**config.mk**
```make
export PLATFORM = sky130hd
export DESIGN_NAME = rmi_cell
export DESIGN_NICKNAME = d
export VERILOG_FILES = /design/src/rmi_pkg.sv /design/src/rmi_cell.sv
export SDC_FILE = /design/constraint.sdc
export NUM_CORES = 1
export LEC_CHECK = 0
export BUFFER_PORTS_ARGS = -buffer_cell sky130_fd_sc_hd__buf_4
export CORE_ASPECT_RATIO = 0.6
export CORE_MARGIN = 10
export CORE_UTILIZATION = 45
export CTS_CLUSTER_DIAMETER = 120
export DETAILED_ROUTE_END_ITERATION = 10
export HOLD_SLACK_MARGIN = 0.12
export PLACE_DENSITY = 0.76
export SKIP_CTS_REPAIR_TIMING = 1
export SYNTH_ARGS = -nofsm -noshare
export SYNTH_HDL_FRONTEND = slang
export SYNTH_SLANG_ARGS = --single-unit
```
**constraint.sdc**
```tcl
create_clock -name clk -period 8.2 [get_ports clk]
set_input_delay 2.46 -clock clk [delete_from_list [all_inputs] [get_ports clk]]
set_output_delay 2.46 -clock clk [all_outputs]
set_load 0.02 [all_outputs]
```
**src/rmi_pkg.sv**
```systemverilog
package rmi_pkg;

	localparam int CAPACITY  = 64;
	localparam int DATA_W    = 32;
	localparam int MED_W     = DATA_W + 1;
	localparam int CNT_W     = $clog2(CAPACITY + 1);
	localparam int IDX_W     = $clog2(CAPACITY);
	localparam int OUT_CNT_W = 7;
	localparam int GROUP     = 8;
	localparam int NGRP      = (CAPACITY + GROUP - 1) / GROUP;

	// Stage enables handed from the top level to the median tree.
	typedef struct packed {
		logic grp_en;
		logic sum_en;
	} rmi_tree_ctrl_t;

	typedef enum logic [3:0] {
		ST_IDLE = 4'b0001,
		ST_GRP  = 4'b0010,
		ST_SUM  = 4'b0100,
		ST_OUT  = 4'b1000
	} rmi_state_t;

endpackage

```
**src/rmi_cell.sv**
```systemverilog
module rmi_cell
	import rmi_pkg::*;
(
	input  logic                     clk,
	input  logic                     ins_en,
	input  logic signed [DATA_W-1:0] sample,
	input  logic                     occupied,
	input  logic                     tail,
	input  logic                     left_gt,
	input  logic signed [DATA_W-1:0] left_data,
	output logic signed [DATA_W-1:0] data,
	output logic                     gt
);

	logic signed [DATA_W-1:0] data_q;

	// Strictly greater, so an equal sample lands above the stored copies.
	assign gt   = occupied && (data_q > sample);
	assign data = data_q;

	always_ff @(posedge clk) begin
		if (ins_en) begin
			if (left_gt) begin
				data_q <= left_data;
			end else if (tail || gt) begin
				data_q <= sample;
			end
		end
	end

endmodule

```
==> run_results.csv, run 1 <==
group,metric,value,unit
status,status,"finished, final reports clean",
finish,diodes,0,
synth,synth_top_area_share,45.6,%
drt,drc_errors,0,
finish,final_area,3010,um2
sta,final.min_clock_period,7.04,ns
synth,syn-instance-count,222,
sta,hold_slack,1.34,ns
global_route,track_usage,14.9,%
synth,synth_nets,323,
job,drv_cap,0,
critical_path,crit_required,5.74,ns
sta,period_share,85.9,%
critical_path,critPathLaunchType,"input pin",
synth,synth_area,2110,um2
clocking,cts_buffers,5,
die,die_w,108,um
clocking,path_clk_slew,0.07,ns
critical_path,critPathSlowestCell,"or4b_4",
critical_path,worst_ep_arrival_time,4.58,ns
synth,ys.flop_type,"edfxtp_1",
finish,num-fill-cells,389,
clocking,cts_tree,"built",
clocking,cts_root_buf,"clkbuf_8",
global_route,grt_start_max_net_pins,65,
synth,postSynthAreaPerCell,9.50,um2
die,die-area,7910,um2
critical_path,cp_common_cell,"buf_4",
place,placed_cell_area,2930,um2
sta,finalSetupViolCount,0,
synth,synth_area_leader_cell,"edfxtp_1",
synth,async_flop_share,0,%
drt,wl_per_cell,15.8,um
synth,synthTopCellsByCount,"38 x nand2_1, 34 x inv_1, 34 x o21ai_0",
sta,worst_pin_slew,1.10,ns
drt,routed_wirelength,6110,um
die,rows,19,
die,start_util,46.4,%
sta,hold_viol,0,
synth,ys_types,25,
synth,synthTopCellsByArea,"edfxtp_1 46%, ha_1 19%, o21ai_0 8.1%, nand2_1 6.8%, inv_1 6.1%",
drt,num_vias,1943,
sta,fin_skew,0.00572,ns
global_route,grt.overflow.total,0,
die,fp.coreArea,4540,um2
sta,rsz0062_at_grt,"false",
drt,drt_iter0_markers,38,
global_route,grt_pass1_wl,9500,um
pwr,p_per_area,147,nW/um2
synth,ys_seq_area_share,45.6,%
worst_hold_path,hold_class,"flip-flop to flip-flop",
drt,viasPerCell,5.03,
drt,drtAntennaViolNets,0,
clocking,cts.sinks,32,
sta,fin_setup_tns,0,ns
synth,ys_ff_latch,32,
finish,drive_gt1_share,34.1,%
critical_path,cp_slowest_stage_delay,0.54,ns
critical_path,path_cells,"buf_4, inv_1, ha_1, nand4_1, nor2_1, a221o_1, o31a_1, or4b_4, nand2_1, buf_4",
clocking,max-clock-path-buffers,2,
place,preCtsSetupSlack,1.16,ns
finish,syn_to_final_growth,42.8,%
clocking,cts-htree-levels,2,
drt,drtPass1Iterations,4,
critical_path,crit_type,"input pin to output port",
sta,drv_slew,0,
global_route,grt_pass1_vias,1982,
place,io_buffers,101,
synth,synth_edf_count,32,
pwr,power.leakage,1.47,nW
place,gp_congestion,0.804,
global_route,antenna_found_initial,0,
sta,max_freq,142,MHz
sta,layout_setup_ws,1.16,ns
critical_path,crit_path_max_fanout,3,
finish,largest_reg_flops,32,
place,hpwlAfterDp,5020,um
finish,layout.nets,424,
sta,slew_headroom,26.8,%
pwr,ir_drop,84.1,uV
critical_path,end_kind,"output port",
die,ios,102,
die,fp.dieH,73.0,um
synth,synth_most_common_cell,"nand2_1",
clocking,clk_latency,0.28,ns
synth,yosysWarnings,0,
## logic make-up (layout without fill, tap and decap cells)
family / after synthesis / count (layout) / share of synthesized area (%)
compound gates: 58 / 58 / 15.4
fa+ha+maj: 32 / 32 / 19.0
buf+inv: 41 / 142 / 7.30
flops: 32 / 32 / 45.6
mux: 1 / 1 / 0.534
simple gates: 58 / 58 / 12.2
## worst max-delay path, delay by kind of cell
family,cells,cell delay (ns)
buf+inv,3,0.26
fa+ha+maj,1,0.33
compound gates,2,0.64
simple gates,4,0.88
## path summary, 6_finish.rpt
check | start | endpoint | slack [ns] | cells past startpoint
min reg2reg | data[31]$_DFFE_PP_ | data[11]$_DFFE_PP_ | 1.34 | 3
min | data[31]$_DFFE_PP_ | data[11]$_DFFE_PP_ | 1.34 | 3
max reg2reg | data[14]$_DFFE_PP_ | data[5]$_DFFE_PP_ | 4.73 | 7
max | sample[14] | gt | 1.16 | 10
## where the power goes
part / switching [mW] / leakage, nW / internal, mW
logic: 0.0656 / 1.12 / 0.0593
registers: 0.00752 / 0.312 / 0.197
clock network: 0.0569 / 0.0391 / 0.0560
total: 0.130 / 1.47 / 0.312
## final cells by class
cell class                 instances  area [um2]  share of cell area [%]
tap                               63        78.8                    2.62
timing repair buffer             101         758                    25.2
clock buffer                       5        68.8                    2.29
sequential                        32         961                    31.9
clock inverter                     2        7.51                   0.249
multi-input combinational        149        1010                    33.5
inverter                          34         128                    4.24
## per-stage QoR
stage / utilization [%] / power [mW] / instances
2_1_floorplan: - / 0.272 / 222
3_3_place_gp: 64.6 / 0.330 / 379
3_5_place_dp: 64.6 / 0.333 / 379
4_1_cts: 66.3 / 0.446 / 386
5_1_grt: 66.3 / 0.467 / 386
6_report: 66.3 / 0.442 / 386
## routing by layer
metal / vias to the layer above / GRT usage [%] / part of all wire (%)
met2: 65 / 24.3 / 47
met5: - / 0 / 0
li1: 984 / - / -
met4: 0 / 3.06 / 0.87
met1: 890 / 18.3 / 44
met3: 4 / 5.56 / 8.6
## layout by cell type, fill, tap and decap left out, drive strengths merged, types with 2 or more instances in the layout
| cell type | instances |
|---|---|
| clkbuf | 5 |
| nor2 | 5 |
| ha | 32 |
| o211ai | 3 |
| clkinv | 2 |
| edfxtp | 32 |
| nand2 | 38 |
| buf | 101 |
| inv | 34 |
| o21ai | 34 |
| nand4 | 8 |
| a31oi | 2 |
| nand3 | 3 |
| a21oi | 13 |
(Power assumes the default switching activity.)
==> run 2: changes to the inputs <==
==> constraint.sdc (replaced) <==
create_clock -name clk -period 8.2 [get_ports clk]
set_input_delay 0.41 -clock clk [delete_from_list [all_inputs] [get_ports clk]]
set_output_delay 0.41 -clock clk [all_outputs]
set_load 0.02 [all_outputs]
==> run 2 against run 1 <==
  * Via count decreased by 3.1%
  * Worst hold slack got worse by 0.94 ns
  * Sequential share of layout area did not move
  * Combinational power hardly changed
  * First-iteration DRC count up 110%
  * Die area stayed put
  * Routed wire length is 2.6% lower
  * Largest power group unchanged
  * Highest routed layer unchanged
==> run_results.csv, run 2 (synthesized netlist as in run 1, its figures left out) <==
group,metric,value,unit
status,status,"finished, final reports clean",
job,drv_cap,0,
global_route,grt.overflow.total,0,
global_route,grt_start_max_net_pins,65,
pwr,swShare,29.3,%
pwr,ir_drop,93.9,uV
clocking,cts.sinks,32,
drt,top_layer,"met4",
die,start_util,46.4,%
critical_path,critPathSlowestCell,"a31oi_4",
global_route,antenna_found_initial,0,
worst_hold_path,hold_class,"input pin to flip-flop",
sta,fin_skew,0.00566,ns
global_route,grt_pass1_wl,9160,um
pwr,comb_power_share,28.2,%
pwr,power.leakage,1.47,nW
critical_path,end_kind,"flip-flop",
critical_path,crit_type,"flip-flop to flip-flop",
finish,layout.nets,424,
clocking,path_clk_slew,0.07,ns
die,rows,19,
critical_path,worst_ep_arrival_time,3.37,ns
sta,hold_viol,0,
global_route,track_usage,14.4,%
place,hpwlAfterDp,4870,um
clocking,cts_root_buf,"clkbuf_8",
sta,fin_setup_tns,0,ns
drt,wl_per_cell,15.4,um
sta,worst_pin_slew,1.08,ns
finish,final_common_cell,"buf_4",
drt,drtPass1Iterations,4,
pwr,seqPwrFrac,46.3,%
drt,wl_met2,2710,um
clocking,cts_tree,"built",
sta,finalSetupViolCount,0,
drt,routed_wirelength,5960,um
finish,num-fill-cells,385,
sta,drv_slew,0,
finish,syn_to_final_growth,42.8,%
sta,slew_headroom,27.7,%
drt,drc_errors,0,
finish,fin_util,66.3,%
die,die-area,7910,um2
pwr,finalPower,442,uW
clocking,cts_buffers,5,
finish,largest_reg_flops,32,
drt,num_vias,1883,
finish,diodes,0,
critical_path,crit_path_max_fanout,32,
critical_path,cp_slowest_stage_delay,0.88,ns
finish,drive_gt1_share,34.1,%
drt,met3WireLength,491,um
drt,drt_iter0_markers,79,
clocking,cts-htree-levels,2,
die,ios,102,
drt,viasPerCell,4.88,
drt,drtAntennaViolNets,0,
sta,final.min_clock_period,3.47,ns
sta,rsz0062_at_grt,"false",
clocking,max-clock-path-buffers,2,
place,io_buffers,101,
drt,wl_met1,2660,um
pwr,clkPwrFrac,25.5,%
place,gp_congestion,0.795,
pwr,p_int,312,uW
die,fp.coreArea,4540,um2
critical_path,crit_required,8.10,ns
global_route,grt_pass1_vias,1882,
critical_path,critPathLaunchType,"flip-flop",
pwr,p_sw,129,uW
finish,final_cell_mix,"101 x buf_4, 38 x nand2_1, 34 x inv_1, 34 x o21ai_0",
pwr,p_per_area,147,nW/um2
die,fp.dieH,73.0,um
clocking,clk_latency,0.28,ns
die,die_w,108,um
sta,max_freq,288,MHz
sta,period_share,42.3,%
critical_path,path_cells,"ha_1, a21oi_1, o21ai_0, a221o_1, o31a_1, or4b_4, a31oi_4",
run 2: cell counts in the layout (fill, tap and decap cells not counted):
No cell type changed its count.
run 2: stage by stage:
step                instances  hold WS, ns  instance area (um2)  setup slack [ns]
CTS                       386        0.393                 3010              4.70
finish                    386        0.400                 3010              4.73
global route              386        0.392                 3010              4.57
floorplan                 222        0.597                 2110              3.78
detailed placement        379        0.693                 2930              4.58
global placement          379        0.688                 2930              4.66
run 2: layout make-up:
class	count	area, um2	share of cell area (%)
clock inverter	2	7.51	0.249
clock buffer	5	68.8	2.29
tap	63	78.8	2.62
sequential	32	961	31.9
multi-input combinational	149	1010	33.5
timing repair buffer	101	758	25.2
inverter	34	128	4.24
run 2: routing by layer:
layer | global-route usage (%) | vias up
met2 | 22.2 | 57
met5 | 0 | -
li1 | - | 991
met3 | 5.11 | 7
met4 | 4.95 | 0
met1 | 18.3 | 828
run 2: worst max-delay path: cells and delay by family, from the launching register on:
kind,cells,cell delay (ns)
adder cells (fa/ha/maj),1,0.33
AO/OA/AOI/OAI,5,1.79
flip-flops,1,0.41
AND/OR/NAND/NOR,1,0.55
run 2: worst paths after layout:
check,startpoint,endpoint,slack (ns),cells past startpoint
hold / removal,left_data[28],data[28]$_DFFE_PP_,0.40,3
setup / recovery,data[7]$_DFFE_PP_,data[7]$_DFFE_PP_,4.73,7
hold reg to reg,data[31]$_DFFE_PP_,data[15]$_DFFE_PP_,1.34,3
setup reg to reg,data[7]$_DFFE_PP_,data[7]$_DFFE_PP_,4.73,7
run 2: power by group through the flow:
stage / Sequential, mW / Clock (mW) / Combinational (mW)
after floorplan: 0.222 / 0 / 0.0501
after global placement: 0.207 / 0 / 0.123
after detailed placement: 0.208 / 0 / 0.125
after CTS: 0.204 / 0.116 / 0.126
after global routing: 0.206 / 0.124 / 0.138
final: 0.205 / 0.113 / 0.124
==> run 3: changes to the inputs <==
--- a/config.mk
+++ b/config.mk
@@ -8,11 +8,11 @@
 export BUFFER_PORTS_ARGS = -buffer_cell sky130_fd_sc_hd__buf_4
 export CORE_ASPECT_RATIO = 0.6
 export CORE_MARGIN = 10
-export CORE_UTILIZATION = 45
+export CORE_UTILIZATION = 42
 export CTS_CLUSTER_DIAMETER = 120
 export DETAILED_ROUTE_END_ITERATION = 10
 export HOLD_SLACK_MARGIN = 0.12
-export PLACE_DENSITY = 0.76
+export PLACE_DENSITY = 0.75
 export SKIP_CTS_REPAIR_TIMING = 1
 export SYNTH_ARGS = -nofsm -noshare
 export SYNTH_HDL_FRONTEND = slang
==> constraint.sdc (replaced) <==
create_clock -name clk -period 2.99 [get_ports clk]
set_input_delay 0.1495 -clock clk [delete_from_list [all_inputs] [get_ports clk]]
set_output_delay 0.1495 -clock clk [all_outputs]
set_load 0.02 [all_outputs]
==> run 3 against run 2 <==
  * Critical path depth increased by 1
  * Die area increased by 5.5%
  * Maximum frequency increased by 20%
  * Count of clock-buffer cells in the layout increased by 1
  * Highest routed layer unchanged
==> run_results.csv, run 3 (synthesized netlist as in run 1, its figures left out) <==
group,metric,value,unit
status,status,"finished, final reports clean",
critical_path,critPathSlowestCell,"or4b_4",
die,fp.coreArea,4710,um2
global_route,antenna_found_initial,0,
pwr,clkPwrFrac,30.9,%
pwr,seqPwrFrac,42.2,%
pwr,power.leakage,1.51,nW
finish,final_common_cell,"buf_4",
finish,syn_to_final_growth,47.3,%
job,drv_cap,0,
sta,final.min_clock_period,2.89,ns
drt,viasPerCell,4.96,
drt,drtPass1Iterations,4,
global_route,grt_pass1_vias,1915,
pwr,finalPower,1.33,mW
sta,finalSetupViolCount,0,
critical_path,cp_slowest_stage_delay,0.56,ns
global_route,grt_pass1_wl,9700,um
finish,num-fill-cells,386,
sta,hold_slack,0.139,ns
clocking,cts-htree-levels,2,
sta,period_share,96.6,%
critical_path,path_cells,"ha_1, nand4_1, nor2_1, a221o_1, o31a_1, or4b_4, a31oi_4, buf_6",
clocking,cts_tree,"built",
global_route,grt_start_max_net_pins,65,
pwr,p_sw,369,uW
critical_path,crit_path_max_fanout,12,
pwr,p_int,960,uW
place,preCtsSetupSlack,0.0797,ns
sta,hold_viol,0,
sta,fin_skew,0.00360,ns
sta,drv_slew,0,
sta,max_freq,346,MHz
drt,drc_errors,0,
finish,diodes,0,
clocking,path_clk_slew,0.07,ns
critical_path,critPathLaunchType,"flip-flop",
pwr,ir_drop,342,uV
critical_path,crit_required,2.98,ns
clocking,cts_buffers,5,
finish,final_cell_mix,"102 x buf_4, 38 x nand2_1, 34 x inv_1, 34 x o21ai_0, 32 x edfxtp_1",
global_route,track_usage,14.3,%
die,ios,102,
drt,num_vias,1935,
critical_path,worst_ep_arrival_time,2.88,ns
finish,largest_reg_flops,32,
critical_path,crit_type,"flip-flop to flip-flop",
worst_hold_path,hold_class,"input pin to flip-flop",
sta,layout_setup_ws,0.102,ns
drt,wl_per_cell,15.9,um
pwr,p_per_area,428,nW/um2
sta,rsz0062_at_grt,"false",
critical_path,crit_family,"compound AO/OA/AOI/OAI gates",
finish,seq_area,961,um2
finish,layout.nets,427,
finish,drive_gt1_share,35.8,%
place,placed_cell_area,2990,um2
clocking,cts.sinks,32,
finish,fin_util,66.0,%
critical_path,crit_buf_inv,1,
drt,drtAntennaViolNets,0,
die,start_util,44.8,%
place,gp_congestion,0.788,
die,die-area,8350,um2
pwr,comb_power_share,27.0,%
die,rows,19,
drt,routed_wirelength,6200,um
pwr,swShare,27.8,%
sta,slew_headroom,64.9,%
place,io_buffers,101,
clocking,max-clock-path-buffers,2,
clocking,cts_root_buf,"clkbuf_8",
global_route,grt.overflow.total,0,
finish,multiInputGateArea,1030,um2
critical_path,end_kind,"flip-flop",
place,hpwlAfterDp,5170,um
clocking,clk_latency,0.28,ns
die,die_w,111,um
finish,final_area,3110,um2
sta,worst_pin_slew,0.527,ns
die,fp.dieH,74.9,um
drt,drt_iter0_markers,61,
run 3: changes by cell type in the layout (fill, tap and decap cells not counted):
cell and delta:
clkinv_1 -2, ha_1 -2, ha_4 +2, buf_12 +1, buf_4 +1, buf_6 +1, bufinv_16 +1, clkbuf_1 +1
clkinv_2 +1
run 3: per-stage QoR:
stage	cells	setup TNS, ns
detailed placement	382	0
global route	390	0
global placement	382	0
finish	390	0
CTS	390	0
floorplan	222	-5.68
run 3: final cells by class:
cell class                 count  share of cell area, %
clock inverter                 2                   1.13
multi-input combinational    149                   33.3
inverter                      34                   4.11
clock buffer                   6                   2.34
tap                           63                   2.54
timing repair buffer         104                   25.7
sequential                    32                   30.9
run 3: routing by layer:
layer  part of all wire [%]  GRT usage, %  wire [um]  vias to the layer above
met5                      0             0          0                        -
met4                   0.19          2.70         12                        0
li1                       -             -          -                      996
met3                    9.3          5.87        578                        2
met2                     42          21.3       2630                       73
met1                     48          19.1       2990                      864
run 3: worst reg2reg max path, cell delays in order, from the launching register on:
cell and delay [ns]:
edfxtp_1 0.39, ha_1 0.34, nand4_1 0.17, nor2_1 0.08
a221o_1 0.32, o31a_1 0.26, or4b_4 0.56, a31oi_4 0.26
buf_6 0.20
run 3: power by group through the flow:
stage	sequential, mW	clock [mW]	combinational (mW)
after global routing	0.564	0.438	0.398
after floorplan	0.608	0	0.143
after detailed placement	0.570	0	0.359
after global placement	0.567	0	0.353
after CTS	0.560	0.415	0.362
final	0.561	0.410	0.358
run 3: worst paths after layout:
check / startpoint / endpoint / slack, ns / cells after the start
setup / recovery: data[15]$_DFFE_PP_ / data[17]$_DFFE_PP_ / 0.10 / 8
hold / removal: left_data[24] / data[24]$_DFFE_PP_ / 0.14 / 3
setup reg to reg: data[15]$_DFFE_PP_ / data[17]$_DFFE_PP_ / 0.10 / 8
hold reg to reg: data[31]$_DFFE_PP_ / data[25]$_DFFE_PP_ / 1.17 / 4
